==> src/design/shrp_pkg.sv <==
// ----------------------------------------------------------------------------
// shrp_pkg
// Shared types and constants for the 3x3 sharpen filter.
// ----------------------------------------------------------------------------
package shrp_pkg;

    localparam int MAX_WIDTH_DEF = 2048;
    localparam int PIX_W         = 8;
    localparam int CFG_W         = 12;
    localparam int CFG_IDX_W     = 1;

    localparam logic [CFG_W-1:0]     WIDTH_RST  = 12'd1920;
    localparam logic [CFG_W-1:0]     HEIGHT_RST = 12'd1080;

    localparam logic [CFG_IDX_W-1:0] CFG_WIDTH  = 1'b0;
    localparam logic [CFG_IDX_W-1:0] CFG_HEIGHT = 1'b1;

    typedef logic [PIX_W-1:0] t_pix;

    typedef struct packed {
        logic flush_col;
        logic flush_row;
        logic has_result;
        logic frame_last;
    } t_scan_info;

endpackage

==> src/design/shrp_kernel.sv <==
// ----------------------------------------------------------------------------
// shrp_kernel
// 3x3 pixel window and sharpen kernel, result held in an output register.
// ----------------------------------------------------------------------------
module shrp_kernel (
    input  logic           i_clk,
    input  logic           i_rst_n,
    input  logic           i_en,
    input  logic           i_ins,
    input  shrp_pkg::t_pix i_top,
    input  shrp_pkg::t_pix i_mid,
    input  shrp_pkg::t_pix i_bot,
    output shrp_pkg::t_pix o_pixel
);
    import shrp_pkg::*;

    localparam logic signed [PIX_W+3:0] K_CENTER = (PIX_W+4)'(5);

    t_pix r_win [3][3];
    t_pix n_win [3][3];
    t_pix r_pixel;

    logic signed [PIX_W+3:0] acc;
    logic        [PIX_W+3:0] mag;

    always_comb begin
        for (int r = 0; r < 3; r++) begin
            n_win[r][0] = r_win[r][1];
            n_win[r][1] = r_win[r][2];
            n_win[r][2] = r_win[r][2];
        end
        if (i_ins) begin
            n_win[0][2] = i_top;
            n_win[1][2] = i_mid;
            n_win[2][2] = i_bot;
        end
    end

    always_comb begin
        acc = K_CENTER * $signed({4'b0, n_win[1][1]})
            - $signed({4'b0, n_win[0][1]}) - $signed({4'b0, n_win[2][1]})
            - $signed({4'b0, n_win[1][0]}) - $signed({4'b0, n_win[1][2]});
        mag = acc[PIX_W+3] ? -acc : acc;
    end

    always_ff @(posedge i_clk) begin
        if (!i_rst_n) begin
            for (int r = 0; r < 3; r++) begin
                for (int c = 0; c < 3; c++) begin
                    r_win[r][c] <= '0;
                end
            end
        end else if (i_en) begin
            r_win <= n_win;
        end
    end

    always_ff @(posedge i_clk) begin
        if (i_en) begin
            r_pixel <= mag[PIX_W-1:0];
        end
    end

    assign o_pixel = r_pixel;

endmodule

==> config.mk <==
export PLATFORM = sky130hd
export DESIGN_NAME = shrp_kernel
export DESIGN_NICKNAME = d
export VERILOG_FILES = /design/src/design/shrp_pkg.sv /design/src/design/shrp_kernel.sv
export SDC_FILE = /design/constraint.sdc
export NUM_CORES = 1
export LEC_CHECK = 0
export BUFFER_PORTS_ARGS = -buffer_cell sky130_fd_sc_hd__buf_2
export CAP_MARGIN = 20
export CELL_PAD_IN_SITES_DETAIL_PLACEMENT = 1
export CELL_PAD_IN_SITES_GLOBAL_PLACEMENT = 1
export CORE_MARGIN = 5
export CORE_UTILIZATION = 41
export CTS_CLUSTER_DIAMETER = 50
export DETAILED_ROUTE_END_ITERATION = 16
export PLACE_DENSITY = 0.77
export REMOVE_ABC_BUFFERS = 1
export SKIP_CTS_REPAIR_TIMING = 1
export SLEW_MARGIN = 40
export SYNTH_ARGS = -nofsm -noshare
export SYNTH_HDL_FRONTEND = slang
export SYNTH_SLANG_ARGS = --single-unit
==> constraint.sdc <==
create_clock -name i_clk -period 6.37 [get_ports i_clk]
set_clock_uncertainty 0.1 [all_clocks]
set_input_delay 0.9555 -clock i_clk [delete_from_list [all_inputs] [get_ports i_clk]]
set_output_delay 0.9555 -clock i_clk [all_outputs]
set_load 0.03 [all_outputs]
# Word-level counts from Yosys, hierarchy flattened

Cells that the tools add are included.

Register bits after elaboration: 40
Input bits: 28
Output and inout port bits: 8

Add/sub/neg operators: 5
Multiply operators: 1
Muxes and demuxes: 2
Reduce and logical (&&, ||, !) cells: 1

Operators by type and width:

| cell                                             | count |
|---|---|
| subtractor 12 x 9 -> 12 bit                      | 3 |
| two-way mux 8 bit                                | 2 |
| subtractor 11 x 8 -> 12 bit                      | 1 |
| multiplier 3 x 8 -> 11 bit, first input constant | 1 |
| negator 8 bit                                    | 1 |
| AND reduction 2 bit                              | 1 |

# Depth between registers and ports, before layout

Depth after elaboration: 7
Gate-level depth with buffers: 19
Depth with buffers taken out: 18

# Worst setup path before layout

No wires, ideal clock.

Path kind: input to register
From: input port i_ins
To: register r_pixel[1] (netlist: o_pixel[1]) (data pin)
Library setup time: 0.262 ns
Arrival: 4.905 ns
Required time: 6.008 ns
Slack: 1.103 ns
Stages on the path: 15
Cells stage by stage: buf_1 > mux2i_1 > ha_1 > fa_1 > fa_1 > inv_1 > fa_1 > inv_1 > ha_1 > a21o_1 > a21oi_1 > a21boi_1 > o41a_1 > nand2_1 > mux2_1

Longest elaborated chain between the ends: 4

RTL lines:

| what                          | line              | source |
|---|---|---|
| from (decl)                   | shrp_kernel.sv:9  | `input logic i_ins,` |
| two-way mux 8 bit *           | shrp_kernel.sv:32 | `if (i_ins) begin` |
| subtractor 12 x 9 -> 12 bit * | shrp_kernel.sv:42 | `- $signed({4'b0, n_win[1][0]}) - $signed({4'b0, n_win[1][2]});` |
| negator 8 bit                 | shrp_kernel.sv:43 | `mag = acc[PIX_W+3] ? -acc : acc;` |
| two-way mux 8 bit *           | shrp_kernel.sv:43 |  |
| named net mag[1]              | shrp_kernel.sv:24 | `logic [PIX_W+3:0] mag;` |
| to (signal assigned)          | shrp_kernel.sv:60 | `r_pixel <= mag[PIX_W-1:0];` |
| to (decl)                     | shrp_kernel.sv:21 | `t_pix r_pixel;` |

The timed path passes the listed nets; every way through them passes the cells marked *.
A chain may end at the register's enable or synchronous reset.

# Worst setup path after layout

Same ends and word-level chain as after synthesis.

==> impl_metrics.toml <==
[outcome]
status = "finished, final reports clean"

[drt]
drc = 0
drt_iter0_markers = 49
via_count = 2130
ant_nets = 0
wl_per_cell_um = 13.2
drtPass1Iterations = 4
route.final.wire_length_um = 6020
via_per_inst = 4.68

[placed_design]
dpl.cell_count = 448
portBuffers = 35
dpl.hpwl_um = 4630
placed_cell_area_mm2 = 0.00331
dp_slack_ns = 0.971
place.gp.congestion = 0.757

[clock_tree]
root_buffer = "clkbuf_8"
clock_path_buffers = 2
cts_buffers = 5
clk_pin_slew_ns = 0.07
clock-sinks = 40
tritoncts = "built"
insertion_delay_ns = 0.29
htreeDepth = 2

[setup_path]
crit_required_ns = 6.31
critPathMaxFanout = 12
crit_path_end_kind = "register"
critPathArrivalTime_ns = 5.15
critical_path_class = "in2reg"
critPathLaunchType = "primary input"

[layout]
seqCellArea_um2 = 881
fillers = 855
final_nets = 441
stdcell_area_mm2 = 0.00341
multi_input_comb_area_mm2 = 0.00187
syn2layout_area_growth_pct = 11.8
antenna_cells = 0
final_cell_count_no_fill = 455
drive_gt1_frac = 0.135

[power_and_ir_drop]
ir_worst_vdd_mv = 0.145
pwr_density_cell_mw_per_mm2 = 320
power_leakage_nw = 1.53

[floorplan]
core_mm2 = 0.00725
ios = 36
initial_core_util = 0.420
die_y_um = 96.2
dieArea_mm2 = 0.00925
chipWidth_um = 96.2
rows = 31

[logic_synthesis]
ys_warn_count = 0
avgSynthCellArea_um2 = 9.40
synthXorXnorAreaFrac = 0.0345
synthSimpleGateAreaFrac = 0.107
ys_seq_area_frac = 0.289
synthMuxAreaShare = 0.0530
synth_compound_area_frac = 0.107
synthAdderAreaFrac = 0.310
synth.area.top_cells = "dfxtp_1 21%, fa_1 20%, ha_1 11%, inv_1 8.6%, edfxtp_1 7.9%"
yosys.area.top_type = "dfxtp_1"
yosys.cell_types.count = 36
synth_top_area_share = 0.210
syn_area_mm2 = 0.00305
synth-seq-cells = 40
synthCells = 324
synth_top_family_by_area = "adder cells"

[timing]
slew_viol_final = 0
max_freq_mhz = 192
setup_violations = 0
min_period_over_period = 0.818
fin_crit_ns = 5.21
tightest_slew_ns = 0.516
fin_setup_tns_ns = 0
hold_viol_final = 0
fin_ws_ns = 1.16
hold_ws_ns = 0.356
slew_headroom = 0.655
rsz0062_at_grt = "false"

[min_path]
hold_path.class = "reg2reg"

[global_route]
grt_pass1_wl_um = 10500
grt_max_degree = 33
grt_util_all_layers = 0.146
grt_overflow = 0
antenna_found_initial = 0
grt_pass1_vias = 2368

[job]
maxCapViolations = 0
[state kept, by name, indices dropped and copies added (netlist names)]
signal / count
n_win: 32
o_pixel: 8
[synthesized netlist by cell type, drive strengths merged]
master	n
and2	1
nor2	3
fa	31
inv	70
or4	1
mux2	1
ha	26
dfxtp	32
or3	1
nor3	2
nand2	54
clkbuf	8
nand3b	1
buf	2
nand4	1
a21boi	27
a21o	2
nand3	1
o21bai	1
a211oi	1
xnor2	6
o21ai	2
mux2i	15
and3	1
nor2b	8
or2	1
o21a	1
a2bb2oi	1
o211ai	1
a21oi	7
o41a	1
edfxtp	8
xor2	6
[per-layer routing]
metal,up-vias,GRT usage,wire (um)
met2,32,0.263,3090
met3,8,0.0235,150
met1,1024,0.175,2680
met5,-,0,0
met4,0,0.0462,93
li1,1066,-,-
[per-stage QoR]
| step | total power, mW | util |
|---|---|---|
| after floorplan | 0.794 | - |
| after global placement | 0.894 | 0.456 |
| after detailed placement | 0.917 | 0.456 |
| after CTS | 1.11 | 0.469 |
| after global routing | 1.20 | 0.470 |
| final | 1.09 | 0.470 |
[area by class of cell]
class	instances	share of cell area
sequential	40	0.259
multi-input combinational	204	0.548
inverter	70	0.0771
clock buffer	7	0.0283
timing repair buffer	35	0.0514
tap	99	0.0364
[worst paths after layout]
kind | cells after the start | startpoint | slack, ns | endpoint
min | 2 | n_win[59]$_SDFFE_PN0P_ | 0.36 | n_win[59]$_SDFFE_PN0P_
max reg2reg | 17 | n_win[9]$_SDFFE_PN0P_ | 1.67 | o_pixel[1]$_DFFE_PP_
max | 15 | i_ins | 1.16 | o_pixel[1]$_DFFE_PP_
min reg2reg | 2 | n_win[59]$_SDFFE_PN0P_ | 0.36 | n_win[59]$_SDFFE_PN0P_
[cells in the final DEF, fill, tap and decap left out, types with 2 or more instances in the layout]
master	n
o21ai_0	2
clkbuf_8	7
xor2_1	6
ha_1	26
fa_1	31
edfxtp_1	8
a21o_1	2
nor2_1	3
xnor2_1	6
buf_2	35
dfxtp_1	32
a21boi_0	3
a21boi_1	24
nor3_1	2
nor2b_1	8
mux2i_1	15
inv_1	70
a21oi_1	6
nand2_1	53
[critical path, stage by stage]
cell      delay (ns)
buf_2           0.28
mux2i_1         0.28
ha_1            0.29
fa_1            0.48
fa_1            0.58
inv_1           0.06
fa_1            0.50
inv_1           0.04
ha_1            0.34
a21o_1          0.18
a21oi_1         0.18
a21boi_1        0.12
o41a_1          0.42
nand2_1         0.12
mux2_1          0.32
[power breakdown]
group,switching [mW],internal [mW],leakage (nW)
clock,0.0882,0.0966,0.0503
combinational,0.325,0.247,1.14
sequential,0.0115,0.321,0.340
[logic make-up (layout without fill, tap and decap cells)]
family,count (synthesis),count (layout)
buffers and inverters,80,112
adder cells (fa/ha/maj),57,57
AND/OR/NAND/NOR,75,75
AO/OA/AOI/OAI,44,44
multiplexers,16,16
XOR/XNOR,12,12
flip-flops,40,40
Note: power is estimated with default switching activity, not from simulation.
