$ cat src/design/shrp_pkg.sv
// ----------------------------------------------------------------------------
// shrp_pkg
// Shared types and constants for the 3x3 sharpen filter.
// ----------------------------------------------------------------------------
package shrp_pkg;

    localparam int MAX_WIDTH_DEF = 2048;
    localparam int PIX_W         = 8;
    localparam int CFG_W         = 12;
    localparam int CFG_IDX_W     = 1;

    localparam logic [CFG_W-1:0]     WIDTH_RST  = 12'd1920;
    localparam logic [CFG_W-1:0]     HEIGHT_RST = 12'd1080;

    localparam logic [CFG_IDX_W-1:0] CFG_WIDTH  = 1'b0;
    localparam logic [CFG_IDX_W-1:0] CFG_HEIGHT = 1'b1;

    typedef logic [PIX_W-1:0] t_pix;

    typedef struct packed {
        logic flush_col;
        logic flush_row;
        logic has_result;
        logic frame_last;
    } t_scan_info;

endpackage

$ cat src/design/shrp_scan.sv
// ----------------------------------------------------------------------------
// shrp_scan
// Configuration registers, scan position counters and the line store clear
// sweep after reset.
// ----------------------------------------------------------------------------
module shrp_scan #(
    parameter int MAX_WIDTH = shrp_pkg::MAX_WIDTH_DEF
) (
    input  logic                           i_clk,
    input  logic                           i_rst_n,
    input  logic                           i_cfg_we,
    input  logic [shrp_pkg::CFG_IDX_W-1:0] i_cfg_idx,
    input  logic [shrp_pkg::CFG_W-1:0]     i_cfg_data,
    input  logic                           i_accept,
    output shrp_pkg::t_scan_info           o_info,
    output logic [$clog2(MAX_WIDTH)-1:0]   o_col_addr,
    output logic                           o_busy,
    output logic [$clog2(MAX_WIDTH)-1:0]   o_clr_addr
);
    import shrp_pkg::*;

    localparam int AW = $clog2(MAX_WIDTH);
    localparam logic [CFG_W:0]  MAX_W_EXT = (CFG_W+1)'(MAX_WIDTH);
    localparam logic [AW-1:0]   LAST_ADDR = AW'(MAX_WIDTH - 1);

    logic [CFG_W-1:0] r_width, r_height, r_row, r_col;
    logic [CFG_W-1:0] n_row, n_col;
    logic [CFG_W:0]   w_eff;
    logic             flush_col, flush_row;
    logic             r_busy;
    logic [AW-1:0]    r_clr_addr;

    always_ff @(posedge i_clk) begin
        if (!i_rst_n) begin
            r_width  <= WIDTH_RST;
            r_height <= HEIGHT_RST;
        end else if (i_cfg_we) begin
            case (i_cfg_idx)
                CFG_WIDTH:  r_width  <= i_cfg_data;
                CFG_HEIGHT: r_height <= i_cfg_data;
                default: ;
            endcase
        end
    end

    assign w_eff     = ({1'b0, r_width} > MAX_W_EXT) ? MAX_W_EXT : {1'b0, r_width};
    assign flush_col = {1'b0, r_col} >= w_eff;
    assign flush_row = r_row >= r_height;

    always_comb begin
        n_row = r_row;
        n_col = r_col + 1'b1;
        if (flush_col) begin
            n_col = '0;
            n_row = flush_row ? '0 : r_row + 1'b1;
        end
    end

    always_ff @(posedge i_clk) begin
        if (!i_rst_n) begin
            r_row <= '0;
            r_col <= '0;
        end else if (i_accept) begin
            r_row <= n_row;
            r_col <= n_col;
        end
    end

    always_ff @(posedge i_clk) begin
        if (!i_rst_n) begin
            r_busy     <= 1'b1;
            r_clr_addr <= '0;
        end else if (r_busy) begin
            if (r_clr_addr == LAST_ADDR) begin
                r_busy <= 1'b0;
            end else begin
                r_clr_addr <= r_clr_addr + 1'b1;
            end
        end
    end

    assign o_info.flush_col  = flush_col;
    assign o_info.flush_row  = flush_row;
    assign o_info.has_result = (r_row != '0) && (r_col != '0);
    assign o_info.frame_last = flush_col && flush_row;
    assign o_col_addr        = r_col[AW-1:0];
    assign o_busy            = r_busy;
    assign o_clr_addr        = r_clr_addr;

    a_no_accept_busy: assert property (@(posedge i_clk) disable iff (!i_rst_n)
        r_busy |-> !i_accept) else $error("word accepted during clear sweep");

    a_col_wrap: assert property (@(posedge i_clk) disable iff (!i_rst_n)
        (i_accept && flush_col) |=> (r_col == '0))
        else $error("column did not wrap after flush column");

    a_row_wrap: assert property (@(posedge i_clk) disable iff (!i_rst_n)
        (i_accept && flush_col && flush_row) |=> (r_row == '0))
        else $error("row did not wrap at frame end");

endmodule

$ cat config.mk
export PLATFORM = sky130hd
export DESIGN_NAME = shrp_scan
export DESIGN_NICKNAME = d
export VERILOG_FILES = /design/src/design/shrp_pkg.sv /design/src/design/shrp_scan.sv
export SDC_FILE = /design/constraint.sdc
export NUM_CORES = 1
export LEC_CHECK = 0
export BUFFER_PORTS_ARGS = -buffer_cell sky130_fd_sc_hd__buf_2
export CAP_MARGIN = 40
export CORE_ASPECT_RATIO = 1.25
export CORE_MARGIN = 2
export CORE_UTILIZATION = 41
export CTS_CLUSTER_DIAMETER = 200
export CTS_CLUSTER_SIZE = 14
export DETAILED_ROUTE_END_ITERATION = 10
export GPL_TIMING_DRIVEN = 0
export PLACE_DENSITY = 0.64
export REMOVE_ABC_BUFFERS = 1
export SYNTH_ARGS = -nofsm -noshare
export SYNTH_HDL_FRONTEND = slang
export SYNTH_SLANG_ARGS = --single-unit
$ cat constraint.sdc
create_clock -name i_clk -period 6 [get_ports i_clk]
set_input_delay 0.3 -clock i_clk [delete_from_list [all_inputs] [get_ports i_clk]]
set_output_delay 0.3 -clock i_clk [all_outputs]
set_load 0.05 [all_outputs]
**Yosys cells after proc, flatten, opt, wreduce, memory -nomap -nowiden**

Index checks and enable logic that the tools add are counted.

- Equality and inequality tests: 1
- Shift operators: 0
- Bitwise gates (word level): 2
- Magnitude comparators: 3
- $add $sub $neg: 3
- Divide/modulo/power cells: 0
- Reductions and logical operators: 8
- $mul: 0
- Mux-type cells: 5

Operator list:

| kind | count |
|---|---|
| 2-to-1 mux 12 bit | 3 |
| adder 12 x 1 -> 12 bit, second input constant | 2 |
| greater-or-equal comparator 12 bit | 2 |
| nonzero test 12 bit | 2 |
| > comparator 12 bit, second input constant | 1 |
| adder 11 x 1 -> 11 bit, second input constant | 1 |
| equality test 11 bit, second input constant | 1 |
| AND reduction 2 bit | 4 |
| logical AND 1 bit | 2 |
| 2-to-1 mux 1 bit | 2 |
| NOT 1 bit | 2 |

- Memories kept: 0
- Output and inout bits: 27
- Register bits: 60
- Logic and storage cells: 28
- ROM bits: 0
- Bits of input ports: 17
- Bits in latches: 0
- Memory bits (writable): 0

**Logic depth before layout (Yosys ltp)**

- Depth after elaboration: 4
- Mapped depth: 12
- Gate-level depth less buffers: 9

**Least setup slack after synthesis**

OpenSTA, ideal clock, no wires.

- Path type: reg-to-reg
- From: register r_width[11]
- To: register r_row[10]
- Library setup time: 0.062 ns
- Path buffers: 2
- Clock period less this slack: 2.389 ns
- Path slack: 3.611 ns
- Data arrival time: 2.327 ns
- Stages on the path, launching flop included: 11
- Cell sequence: dfxtp_1 -> inv_1 -> clkbuf_1 -> nand2_1 -> ha_1 -> nand4_1 -> a2111oi_2 -> o31ai_1 -> buf_6 -> or4_1 -> nand3_1

- Cells in the longest elaborated chain, start to end: 4

RTL lines:

| item | line | source |
|---|---|---|
| start: declaration | shrp_scan.sv:26 | `logic [CFG_W-1:0] r_width, r_height, r_row, r_col;` |
| start signal: assignment | shrp_scan.sv:39 | `CFG_WIDTH: r_width <= i_cfg_data;` |
| > comparator 12 bit | shrp_scan.sv:46 | `assign w_eff = ({1'b0, r_width} > MAX_W_EXT) ? MAX_W_EXT : {1'b0, r_width};` |
| 2-to-1 mux 12 bit * | shrp_scan.sv:46 |  |
| greater-or-equal comparator 12 bit * | shrp_scan.sv:47 | `assign flush_col = {1'b0, r_col} >= w_eff;` |
| AND reduction 2 bit (no source line) * | - |  |
| end signal: assignment | shrp_scan.sv:64 | `r_row <= n_row;` |
| end: declaration | shrp_scan.sv:26 |  |

Every way passes the cells marked *; elsewhere a longest branch is shown, timed or not.
A chain may end at the register's enable or synchronous reset.

==> reports/qor.yml <==
place:
  dp_hpwl_mm: 5.155
  postPlaceCellArea_um2: 3488
  place_ws_ns: 3.106
  port_buffers: 43
  finalWeightedCongestion: 0.7813
layout:
  fillCellCount: 766
  num_antenna_cells: 0
  fin_area_um2: 3705
  layout.nets: 475
  syn2layout_area_growth_pct: 12.20
  drive_gt1_share_pct: 14.98
routing:
  dr.pass1.iters: 6
  routed-wl-met3_um: 220
  ant_nets: 0
  drtIter0Drc: 113
  vias: 2753
  drc: 0
  wl_met2_mm: 3.356
  highest_layer: "met4"
  wl_per_cell_um: 12.80
  vias_per_cell: 5.204
  wl_met1_mm: 3.065
  wirelength_mm: 6.771
global_route:
  grt_max_degree: 52
  grt_pass1_wl_mm: 11.63
  grt_antenna_before_repair: 0
  groute.usage.overall_pct: 16.04
  grt_pass1_vias: 2619
  gr-total-overflow: 0
setup_path:
  cp_max_fo: 11
  critical_path_class: "flip-flop to output pin"
  start_kind: "flip-flop"
  worst_setup_path_end_kind: "output pin"
  worstPathRequired_ns: 5.70
  cp.arrival_ns: 2.60
synthesis:
  ys_top_cells_by_count: "81 x nand2_1, 60 x dfxtp_1, 38 x nand3_1"
  syn_inst: 402
  synth_most_common_cell: "nand2_1"
  avgSynthCellArea_um2: 8.214
  ys_ff_latch: 60
  ys_types: 47
  synthTopCellsByArea: "dfxtp_1 36%, ha_1 11%, nand2_1 9.2%"
  yosys_warnings: 0
  synth_top_cell_area_share_pct: 36.38
  synthArstFlopShare_pct: 0
  synth_area_um2: 3302
  synth_edf_count: 0
  synth_top_area_cell: "dfxtp_1"
  synth_seq_area_share_pct: 36.38
  yosys_most_used_dff: "dfxtp_1"
timing:
  period_minus_slack_ns: 2.903
  hold_viol: 0
  worst_clock_skew_ns: 0.008522
  setup_viol: 0
  max_freq_mhz: 344.5
  setup_slack_ns: 3.097
  grt_setup_unrepaired: "no"
  tns_ns: 0
  min_period_over_period_pct: 48.38
  slew_headroom_pct: 42.96
  tightest_slew_ns: 0.8504
  maxSlewViolCount: 0
floorplan:
  die_h_um: 104.3
  core_area_um2: 7792
  initial_utilization_pct: 42.37
  fp-row-count: 36
  pin_count: 44
  die-area_um2: 8792
  die_w_um: 84.27
clocking:
  cts_sinks: 60
  ctsHoldBuffers: 0
  cts.htree.levels: 3
  root_buffer: "clkbuf_8"
  cts.repair.resized: 0
  ctsLongestPathBuffers: 2
  postCtsSetupBuffers: 0
  numCtsBuffers: 9
  cts_tree: "done"
  clock_latency_ns: 0.33
  clkTransAtPathRegs_ns: 0.07
power:
  finalPower_mw: 0.8969
  ir_drop_mv: 0.1253
  power_density_nw_per_um2: 242.1
  p_leak_nw: 1.622
status:
  status: "complete, no violations"
flow_run:
  maxCapViolations: 0
worst_hold_path:
  worstHoldPathType: "input port to flip-flop"
## per-stage QoR
step                hold WS, ns  instances  util (%)
floorplan                0.3619        374         -
global placement         0.4538        512     44.56
detailed placement       0.4574        513     44.77
CTS                      0.1807        529     47.54
global route             0.1999        529     47.54
finish                   0.1946        529     47.54
## state kept, by name, summed over array words and instances (netlist names)
| signal | flops |
|---|---|
| o_busy | 1 |
| o_clr_addr | 11 |
| r_col | 12 |
| r_row | 12 |
| r_height | 12 |
| r_width | 12 |
## cells in the final DEF (no fill, tap or decap), types with 2 or more instances in the layout
cell       synthesis  final
o21a_1             3      3
o2bb2ai_1          2      2
a21boi_0          18     18
o22ai_1            4      4
inv_1             23     23
clkbuf_8           0     10
dfxtp_1           60     60
o21ai_0            5      5
a2bb2oi_1          3      3
nand3_1           38     38
nand2b_1           2      2
nor2_1            20     20
clkinv_2           0      3
xor2_1            10     10
o2111ai_1          2      2
and3_1             4      4
nand4_1            5      5
nor2b_1            4      4
nand2_1           81     81
ha_1              29     29
a21o_1             2      2
buf_2              2     43
or3_1              2      2
o211ai_1           4      4
and2_1             8      8
or4_1              5      5
nor4_1             4      4
nor3_1             5      5
bufinv_16          0      2
xnor2_1            8      8
and4_1             2      2
a21oi_1            6      6
## final timing paths
path / startpoint / endpoint / slack [ns] / depth (start not counted)
hold / removal: i_cfg_data[9] / r_width[9] / 0.19 / 3
setup reg to reg: r_width[11] / r_col[1] / 3.16 / 8
hold reg to reg: r_width[5] / r_width[5] / 0.47 / 2
setup / recovery: r_width[11] / o_info[0] / 3.10 / 8
## power by group
group | total [mW] | switching, mW | internal (mW)
combinational | 0.0777 | 0.0500 | 0.0278
sequential | 0.418 | 0.00799 | 0.410
clock | 0.401 | 0.158 | 0.243
## cells by family (layout without fill, tap and decap cells)
| family | after synthesis | after routing | synth area share (%) |
|---|---|---|---|
| AOI/OAI and AO/OA | 59 | 59 | 13.72 |
| xor gates and xnor gates | 18 | 18 | 4.774 |
| adders and majority gates | 29 | 29 | 10.99 |
| buffers and inverters | 51 | 83 | 7.579 |
| DFF | 60 | 60 | 36.38 |
| muxes | 1 | 1 | 0.3032 |
| and+or+nand+nor | 184 | 184 | 26.26 |
## layer usage
metal | GRT usage (%) | vias up
met5 | 0 | -
met4 | 5.069 | 0
met3 | 3.810 | 10
met2 | 28.00 | 41
met1 | 19.23 | 1275
li1 | - | 1427
## cell type report
cell class / instances / area, µm² / area share, %
inverters: 23 / 86.33 / 2.330
clock inverters: 5 / 75.07 / 2.026
clock buffers: 11 / 141.4 / 3.816
repair buffers: 44 / 226.5 / 6.113
multi-input cells: 291 / 1856 / 50.08
well taps: 95 / 118.9 / 3.208
flip-flops and latches: 60 / 1201 / 32.42
## worst max-delay path, cell delays in order, from the launching register on
cell,delay [ns]
dfxtp_1,0.33
inv_1,0.25
nand2_1,0.10
ha_1,0.31
nand4_1,0.17
a2111oi_2,0.44
or3_1,0.26
and2_1,0.16
buf_2,0.26
(Power assumes the default switching activity.)
